--- src/design/hashed_lru_buffer_cache_defines.svh ---
// Assertion macros for the buffer cache tag store.
`ifndef HASHED_LRU_BUFFER_CACHE_DEFINES_SVH
`define HASHED_LRU_BUFFER_CACHE_DEFINES_SVH

// Clocked implication, held off while in reset.
`define HLBC_ASSERT(label, prop, msg) \
  label: assert property (@(posedge clk) disable iff (rst) prop) else $error(msg);

// Same, but checked during reset as well.
`define HLBC_ASSERT_ALWAYS(label, prop, msg) \
  label: assert property (@(posedge clk) prop) else $error(msg);

`endif

--- src/design/hlbc_pkg.sv ---
// Shared constants and codes for the buffer cache tag store.
package hlbc_pkg;
  localparam int ENTRIES_DEF = 32;
  localparam int BUCKETS_DEF = 13;
  localparam int BLK_W       = 32;
  localparam int DEV_W       = 8;
  localparam int CNT_W       = 8;
  localparam int PORT_IDX_W  = 5;

  typedef enum logic [1:0] {
    ACT_GET   = 2'd0,
    ACT_REL   = 2'd1,
    ACT_PIN   = 2'd2,
    ACT_UNPIN = 2'd3
  } action_t;

  typedef enum logic [1:0] {
    STAT_OK     = 2'd0,
    STAT_NOFREE = 2'd1,
    STAT_UNDER  = 2'd2,
    STAT_OVER   = 2'd3
  } status_t;
endpackage

--- src/design/hashed_lru_buffer_cache.sv ---
// Hashed LRU buffer cache tag store: takes one item at a time and returns one result per item.
// Steps, from the accepting edge to the load of the output register: a get runs a byte-wise
// modulo (two small constant residue tables and one compare and subtract per byte) to find
// the home bucket, then a tag and victim scan over all entries, a decision step and the
// hand-over. When an entry is taken from another bucket, a recency renumbering pass over all
// entries comes before the hand-over. A release that drops the count to zero runs a read
// step, the modulo, a renumbering pass and the hand-over. Pin, unpin and other releases run
// a read step and the hand-over, and an out-of-range entry goes straight to the hand-over.
// All per-entry state sits in registers read at a single sequencer index, so the scan counter
// sets the pace. in_ready is high only while the sequencer is idle and no result is waiting
// to be handed over. The output register holds a result until it is taken; a second finished
// result waits in the pending result registers and keeps in_ready low, so a stalled receiver
// also holds back the acceptance of new items.
module hashed_lru_buffer_cache #(
  parameter int ENTRIES = hlbc_pkg::ENTRIES_DEF,
  parameter int BUCKETS = hlbc_pkg::BUCKETS_DEF
) (
  input  logic                          clk,
  input  logic                          rst,
  input  logic                          in_valid,
  output logic                          in_ready,
  input  logic [1:0]                    action,
  input  logic [hlbc_pkg::DEV_W-1:0]    device,
  input  logic [hlbc_pkg::BLK_W-1:0]    block_number,
  input  logic [hlbc_pkg::PORT_IDX_W-1:0] entry,
  output logic                          out_valid,
  input  logic                          out_ready,
  output logic [hlbc_pkg::PORT_IDX_W-1:0] entry_index,
  output logic                          hit,
  output logic                          need_read,
  output logic [1:0]                    status
);
  import hlbc_pkg::*;

  localparam int IW    = (ENTRIES > 1) ? $clog2(ENTRIES) : 1;
  localparam int BW    = (BUCKETS > 1) ? $clog2(BUCKETS) : 1;
  localparam int RW    = BW + 1;
  localparam int NBYTE = BLK_W / 8;
  localparam int KW    = (NBYTE > 1) ? $clog2(NBYTE) : 1;
  localparam logic [IW-1:0]    LAST_IDX = IW'(ENTRIES - 1);
  localparam logic [KW-1:0]    LAST_K   = KW'(NBYTE - 1);
  localparam logic [CNT_W-1:0] CNT_MAX  = {CNT_W{1'b1}};

  // residue of each byte value, and of a remainder shifted up by one byte
  function automatic logic [256*BW-1:0] byte_res_tbl();
    logic [256*BW-1:0] t;
    t = '0;
    for (int i = 0; i < 256; i++) t[i*BW +: BW] = BW'(i % BUCKETS);
    return t;
  endfunction

  function automatic logic [(1<<BW)*BW-1:0] shift_res_tbl();
    logic [(1<<BW)*BW-1:0] t;
    t = '0;
    for (int i = 0; i < (1 << BW); i++) t[i*BW +: BW] = BW'((i * 256) % BUCKETS);
    return t;
  endfunction

  localparam logic [256*BW-1:0]     BYTE_RES  = byte_res_tbl();
  localparam logic [(1<<BW)*BW-1:0] SHIFT_RES = shift_res_tbl();

  typedef enum logic [5:0] {
    S_IDLE = 6'b000001,
    S_READ = 6'b000010,
    S_MOD  = 6'b000100,
    S_SCAN = 6'b001000,
    S_DEC  = 6'b010000,
    S_RANK = 6'b100000
  } state_t;
  // S_FIN shares no code with others: encoded via fin flag below
  state_t state;
  logic   fin;

  // per-entry tag state
  logic [DEV_W-1:0] tag_dev [ENTRIES];
  logic [BLK_W-1:0] tag_blk [ENTRIES];
  logic             cvalid  [ENTRIES];
  logic [CNT_W-1:0] refcnt  [ENTRIES];
  logic [BW-1:0]    home    [ENTRIES];
  logic [IW-1:0]    rank    [ENTRIES];

  // latched item
  logic [1:0]       act;
  logic [DEV_W-1:0] dev;
  logic [BLK_W-1:0] blk;
  logic [BW-1:0]    bucket;

  // sequencer and modulo unit
  logic [IW-1:0]    j;
  logic [KW-1:0]    k;
  logic [BW-1:0]    rem;
  logic [BLK_W-1:0] mod_src;
  logic [RW-1:0]    rem_sum, rem_next;

  // scan trackers
  logic             found_ok, hv_ok, ov_ok;
  logic [IW-1:0]    found_idx, hv_idx, ov_idx;
  logic [IW-1:0]    found_rank, hv_rank, ov_rank;
  logic [BW-1:0]    ov_bkt;
  logic [CNT_W-1:0] found_cnt;
  logic             found_val;

  // renumbering target
  logic [IW-1:0]    tgt, tgt_rank;

  // pending result
  logic [PORT_IDX_W-1:0] res_idx;
  logic                  res_hit, res_need;
  logic [1:0]            res_status;

  logic in_acc, is_home, is_match, is_free;

  assign in_ready = (state == S_IDLE) && !fin;
  assign in_acc   = in_valid && in_ready;

  // one byte step of the block number mod BUCKETS, most significant byte first
  assign rem_sum  = {1'b0, SHIFT_RES[rem*BW +: BW]} +
                    {1'b0, BYTE_RES[mod_src[BLK_W-1 -: 8]*BW +: BW]};
  assign rem_next = (rem_sum >= RW'(BUCKETS)) ? rem_sum - RW'(BUCKETS) : rem_sum;

  assign is_home  = (home[j] == bucket);
  assign is_match = is_home && (tag_dev[j] == dev) && (tag_blk[j] == blk);
  assign is_free  = (refcnt[j] == '0);

  always_ff @(posedge clk) begin
    if (rst) begin
      state     <= S_IDLE;
      fin       <= 1'b0;
      out_valid <= 1'b0;
      for (int i = 0; i < ENTRIES; i++) begin
        tag_dev[i] <= '0;
        tag_blk[i] <= '0;
        cvalid[i]  <= 1'b0;
        refcnt[i]  <= '0;
        home[i]    <= BW'(i % BUCKETS);
        rank[i]    <= IW'(i);
      end
    end else begin
      // result slot: hand over when the output register is free
      if (fin && (!out_valid || out_ready)) begin
        out_valid   <= 1'b1;
        entry_index <= res_idx;
        hit         <= res_hit;
        need_read   <= res_need;
        status      <= res_status;
        fin         <= 1'b0;
      end else if (out_valid && out_ready) begin
        out_valid <= 1'b0;
      end

      unique case (state)
        S_IDLE: begin
          if (in_acc) begin
            act        <= action;
            dev        <= device;
            blk        <= block_number;
            res_idx    <= entry;
            res_hit    <= 1'b0;
            res_need   <= 1'b0;
            res_status <= STAT_OK;
            if (action == ACT_GET) begin
              mod_src <= block_number;
              rem     <= '0;
              k       <= '0;
              state   <= S_MOD;
            end else if (32'(entry) >= ENTRIES) begin
              fin <= 1'b1;  // out of range: ignored
            end else begin
              j     <= IW'(entry);
              state <= S_READ;
            end
          end
        end
        S_READ: begin
          if (act == ACT_PIN) begin
            if (refcnt[j] == CNT_MAX) res_status <= STAT_OVER;
            else refcnt[j] <= refcnt[j] + 1'b1;
            fin   <= 1'b1;
            state <= S_IDLE;
          end else if (is_free) begin
            res_status <= STAT_UNDER;
            fin        <= 1'b1;
            state      <= S_IDLE;
          end else begin
            refcnt[j] <= refcnt[j] - 1'b1;
            if (act == ACT_REL && refcnt[j] == CNT_W'(1)) begin
              // last reference gone: rehome and make most recent
              mod_src  <= tag_blk[j];
              rem      <= '0;
              k        <= '0;
              tgt      <= j;
              tgt_rank <= rank[j];
              state    <= S_MOD;
            end else begin
              fin   <= 1'b1;
              state <= S_IDLE;
            end
          end
        end
        S_MOD: begin
          rem     <= rem_next[BW-1:0];
          mod_src <= mod_src << 8;
          k       <= k + 1'b1;
          if (k == LAST_K) begin
            j <= '0;
            if (act == ACT_GET) begin
              bucket   <= rem_next[BW-1:0];
              found_ok <= 1'b0;
              hv_ok    <= 1'b0;
              ov_ok    <= 1'b0;
              state    <= S_SCAN;
            end else begin
              home[tgt] <= rem_next[BW-1:0];
              state     <= S_RANK;
            end
          end
        end
        S_SCAN: begin
          if (is_match && (!found_ok || rank[j] > found_rank)) begin
            found_ok   <= 1'b1;
            found_idx  <= j;
            found_rank <= rank[j];
            found_cnt  <= refcnt[j];
            found_val  <= cvalid[j];
          end
          if (is_home && is_free && (!hv_ok || rank[j] < hv_rank)) begin
            hv_ok   <= 1'b1;
            hv_idx  <= j;
            hv_rank <= rank[j];
          end
          // other buckets: lowest bucket first, then least recent
          if (!is_home && is_free && (!ov_ok || {home[j], rank[j]} < {ov_bkt, ov_rank})) begin
            ov_ok   <= 1'b1;
            ov_idx  <= j;
            ov_bkt  <= home[j];
            ov_rank <= rank[j];
          end
          j <= j + 1'b1;
          if (j == LAST_IDX) state <= S_DEC;
        end
        S_DEC: begin
          // a steal still has the renumbering pass to run
          if (found_ok || hv_ok || !ov_ok) begin
            fin   <= 1'b1;
            state <= S_IDLE;
          end else begin
            state <= S_RANK;
          end
          if (found_ok) begin
            res_idx <= PORT_IDX_W'(found_idx);
            res_hit <= 1'b1;
            if (found_cnt == CNT_MAX) begin
              res_status <= STAT_OVER;
            end else begin
              refcnt[found_idx] <= found_cnt + 1'b1;
              cvalid[found_idx] <= 1'b1;
              res_need          <= !found_val;
            end
          end else if (hv_ok) begin
            res_idx         <= PORT_IDX_W'(hv_idx);
            res_need        <= 1'b1;
            tag_dev[hv_idx] <= dev;
            tag_blk[hv_idx] <= blk;
            refcnt[hv_idx]  <= CNT_W'(1);
            cvalid[hv_idx]  <= 1'b1;
          end else if (ov_ok) begin
            res_idx         <= PORT_IDX_W'(ov_idx);
            res_need        <= 1'b1;
            tag_dev[ov_idx] <= dev;
            tag_blk[ov_idx] <= blk;
            refcnt[ov_idx]  <= CNT_W'(1);
            cvalid[ov_idx]  <= 1'b1;
            home[ov_idx]    <= bucket;
            tgt             <= ov_idx;
            tgt_rank        <= ov_rank;
            j               <= '0;
          end else begin
            res_idx    <= '0;
            res_status <= STAT_NOFREE;
          end
        end
        S_RANK: begin
          if (j == tgt) rank[j] <= LAST_IDX;
          else if (rank[j] > tgt_rank) rank[j] <= rank[j] - 1'b1;
          j <= j + 1'b1;
          if (j == LAST_IDX) begin
            fin   <= 1'b1;
            state <= S_IDLE;
          end
        end
        default: state <= S_IDLE;
      endcase
    end
  end

`include "hashed_lru_buffer_cache_defines.svh"
  `HLBC_ASSERT(a_busy_after_accept, in_acc |=> !in_ready, "accepted item left block ready")
  `HLBC_ASSERT(a_nofree_clean,
    (out_valid && status == STAT_NOFREE) |-> (entry_index == '0 && !hit && !need_read),
    "no-free result carries entry data")
  `HLBC_ASSERT(a_hit_no_under, (out_valid && hit) |-> (status != STAT_UNDER),
    "hit reported with underflow")
  `HLBC_ASSERT_ALWAYS(a_fin_idle, fin |-> (state == S_IDLE), "result pending while busy")
endmodule

--- config.mk ---
export PLATFORM = sky130hd
export DESIGN_NAME = hashed_lru_buffer_cache
export DESIGN_NICKNAME = d
export VERILOG_FILES = /design/src/design/hlbc_pkg.sv /design/src/design/hashed_lru_buffer_cache.sv
export VERILOG_INCLUDE_DIRS = /design/src /design/src/design
export SDC_FILE = /design/constraint.sdc
export NUM_CORES = 2
export LEC_CHECK = 0
export ABC_AREA = 1
export BUFFER_PORTS_ARGS = -buffer_cell sky130_fd_sc_hd__buf_2
export CORE_MARGIN = 2
export CORE_UTILIZATION = 45
export DETAILED_ROUTE_END_ITERATION = 10
export HOLD_SLACK_MARGIN = 0.08
export MAX_ROUTING_LAYER = met4
export PLACE_DENSITY_LB_ADDON = 0.1
export SLEW_MARGIN = 20
export SYNTH_ARGS = -nofsm -noshare
export SYNTH_HDL_FRONTEND = slang
export SYNTH_SLANG_ARGS = --single-unit
--- constraint.sdc ---
create_clock -name clk -period 4.8 [get_ports clk]
set_clock_uncertainty 0.05 [all_clocks]
set_input_delay 0.48 -clock clk [delete_from_list [all_inputs] [get_ports clk]]
set_output_delay 0.48 -clock clk [all_outputs]
set_load 0.02 [all_outputs]
==> flow_summary.rst <==
.. list-table::
   :header-rows: 1

   * - Metric
     - Value
   * - Register-to-Register Path Depth
     - 17
   * - Max-Slew Margin vs Limit
     - 0.108
   * - Leakage power total
     - 41.6 nW
   * - Kind of end point of the critical path
     - flip-flop
   * - Number of enable-type register cells in the synthesized netlist
     - roughly 2000
   * - Slowest CP cell
     - buf_12
   * - Initial Utilization
     - 0.453
   * - Cell count of the worst hold path
     - 2
   * - Clk sink count
     - about 2000
   * - Post-layout net count
     - between 10000 and 15000
   * - Die area
     - between 200000 and 250000 um^2
   * - Synth cell types
     - 55
   * - Post-detail-place hpwl
     - between 150 and 200 mm
   * - Width of the die
     - approximately 460 um
   * - First-pass GRT wire length
     - about 450 mm
   * - Post-detailed-route DRC marker count
     - 0
   * - Transition at the pin with the smallest max-transition slack
     - about 1.3 ns
   * - Setup slack of the worst register-to-register path
     - ~0.31 ns
   * - CTS Buffer Depth
     - 3
   * - Launch instance of the worst min-delay path
     - device[0]
   * - Final critical path time including I/O delays and setup
     - approximately 4.5 ns
   * - Clock root cell
     - clkbuf_16
   * - Most numerous cell on the critical path
     - nand2_1
   * - Routed wire length per instance
     - 23.6 um
   * - Number of search-and-repair iterations in the first detailed-routing pass
     - 6
   * - Syn Std Cell Area
     - 95000 um^2
   * - Floorplan core area
     - 210000 um^2
   * - Number of failing hold endpoints at the final stage
     - 0
   * - Clock-pin slew of the registers on the worst-case setup and hold paths
     - approximately 0.060 ns
   * - Residual overflow from global routing
     - 0
   * - Total via count after detailed routing
     - roughly 73000
   * - Final Setup Violations
     - 0
   * - Overall Global Routing Usage
     - 0.287
   * - Insertion delay of the later-clocked pin in the worst-skew pair
     - slightly below 0.9 ns
   * - Number of core rows
     - approximately 170
   * - Sequential fraction of the synthesis area
     - 0.638
   * - Number of nets produced by synthesis
     - 10182
   * - Fraction of layout instances using a drive strength above 1
     - 0.0798
   * - Clock tree from TritonCTS
     - yes
   * - Share of synthesized registers carrying an async set or reset
     - 0
   * - Peak Freq
     - roughly 0.22 GHz
   * - Min-Delay Path Class
     - input port to flip-flop
   * - Dominant cell type by area after synthesis
     - edfxtp_1
   * - Routed Wire Length
     - ~300 mm
   * - Type of element launching the critical path
     - flip-flop
   * - Post-synth top area share
     - 0.628
   * - Total I/O pin count
     - 62
   * - Via density per instance
     - ~5.6
   * - Synth Area per Inst
     - about 9.4 um^2
   * - Initial detailed-routing violation count
     - 7660
   * - Cell breakdown of the critical path
     - buf_12 -> buf_12 -> nand2_1 -> nand3_1 -> nand3_1 -> nand2_1 -> nand2_1 -> nand3_1 -> nand2_1 -> nand2_1 -> nand4_1 -> nor2_1 -> nand2_1 -> nor2_1 -> nand3_1 -> nor2_2 -> buf_12
   * - Worst supply voltage drop on vdd
     - 1070 uV
   * - Top cells by instance count after synthesis
     - nand2_1, edfxtp_1, nor2_1, nand3_1, clkbuf_1
   * - Arrival time of the worst setup path
     - approximately 5 ns
   * - Result of the run
     - finished clean
   * - Cells after synthesis
     - slightly above 10000
   * - Finished Cell Area
     - about 110000 um^2
   * - Critical path's largest stage delay
     - approximately 0.47 ns
   * - Max Cap Violations
     - 0
   * - Gp weighted congestion
     - approximately 0.9
   * - Via count of the first global-routing pass
     - roughly 70000
   * - Antenna Violating Nets Remaining
     - 0
   * - Terminus of the critical flop-to-flop path
     - found_rank[4]
   * - Largest net degree at the start of global routing
     - 180
   * - Pwr per Cell Area
     - about 600 nW/um^2
   * - Area growth from synthesis to final layout
     - 12.1%
   * - Antenna violations before repair
     - 6
   * - Worst setup path class
     - flip-flop to flip-flop
   * - Number of H-tree branching levels
     - 4
   * - Number of buffers created by CTS
     - about 220
   * - Y dimension of the die
     - about 460 um
   * - Register bit count reported by yosys
     - slightly above 2000
   * - Synthesis warning total
     - 0
   * - Aggregate negative setup slack
     - 0 ns
   * - Cell with the most instances after synthesis
     - nand2_1
   * - Final critical-path share of the clock period
     - 0.934
   * - Final total power
     - around 64 mW
   * - Hold path endpoint
     - dev[0]
   * - Slew Viols, Final
     - 0
   * - Maximum fanout along the worst path
     - 179
   * - Top area cells in the synthesized netlist
     - edfxtp_1, nand2_1, nand3_1
   * - Data required time of the worst path
     - 5.32 ns
   * - Dpl cell area
     - roughly 100000 um^2
   * - Port-buffer cells
     - 61
   * - Most used flip-flop cell after synthesis
     - edfxtp_1
==> worst max-delay path: cells and delay by family, from the launching register on <==
kind                   cells  cell delay (ns)
AND/OR/NAND/NOR           14             2.08
buffers and inverters      3             1.00
flip-flops                 1             0.41
==> where the power goes <==
group	switching, mW	internal, mW
clock network	7.15	9.04
logic	19.3	7.54
registers	0.391	20.4
total	26.8	36.9
==> metrics by stage <==
| step | setup slack (ns) | hold slack [ns] | util | instances |
|---|---|---|---|---|
| floorplan | 0.385 | 0.350 | - | 10075 |
| global placement | 0.137 | 0.383 | 0.472 | 12466 |
| detailed placement | 0.202 | 0.369 | 0.472 | 12466 |
| CTS | 0.186 | 0.188 | 0.507 | 12917 |
| global route | -0.00407 | 0.244 | 0.507 | 12926 |
| finish | 0.315 | 0.270 | 0.507 | 12929 |
==> placed cells by master, fill, tap and decap left out, types with 34 or more instances in the layout <==
cell,synthesis,routed
buf_2,180,61
nand4_1,34,34
clkinv_1,4,69
clkbuf_16,0,225
a21oi_1,80,77
inv_1,337,327
nand2_2,2,66
buf_12,0,75
nor2_1,1946,1940
dfxtp_1,45,40
dlygate4sd3_1,0,50
buf_4,9,216
ha_1,55,52
o21ai_0,221,217
o221ai_1,37,37
edfxtp_1,1987,1987
o211ai_1,37,37
nand2_1,2804,2740
clkbuf_1,486,56
nand3_1,1511,1511
==> worst max path at each step <==
stage | endpoint | slack [ns] | cells after the start
floorplan | home[12][1] | 0.38 | 23
global placement | home[3][1] | 0.14 | 23
detailed placement | home[2][1] | 0.20 | 23
CTS | home[2][1] | 0.19 | 23
global route | home[21][3] | -0.004 | 25
finish | found_rank[4] | 0.31 | 17
==> cells by family after synthesis <==
group                    after synthesis  synth area share
AND/OR/NAND/NOR                     6375             0.276
flip-flops                          2032             0.638
buffers and inverters               1121            0.0471
AO/OA/AOI/OAI                        470            0.0296
adder cells (fa/ha/maj)               56           0.00746
XOR/XNOR                              21           0.00202
==> timing repair <==
action | CTS | global route
endpoints found under the hold margin | 87 | 0
resized for setup | 0 | 16
setup buffers | 0 | 2
hold buffers | 50 | 0
setup endpoints to repair | 0 | 128
==> area by class of cell <==
type | count | area [um^2]
fillers | 19575 | 103000
diodes | 5 | 12.5
multi-input cells | 6922 | 30200
clock inverters | 119 | 907
flip-flops and latches | 2032 | 60600
well taps | 2805 | 3510
inverters | 357 | 1380
repair buffers | 407 | 4030
clock buffers | 282 | 5820
==> layer usage <==
| metal | part of all wire | GRT usage |
|---|---|---|
| met5 | 0 | - |
| met4 | 0.030 | 0.0884 |
| met3 | 0.073 | 0.0370 |
| met2 | 0.47 | 0.452 |
| met1 | 0.43 | 0.390 |
==> state kept, by name, summed over array words and instances, names as in the netlist, 6 cells and up, named ones only <==
signal	count
dev	8
rank	160
tag_blk	1024
found_cnt	8
refcnt	256
mod_src	32
state	6
cvalid	32
blk	32
home	128
tag_dev	256
No activity file was read; power rests on OpenSTA's default activity.
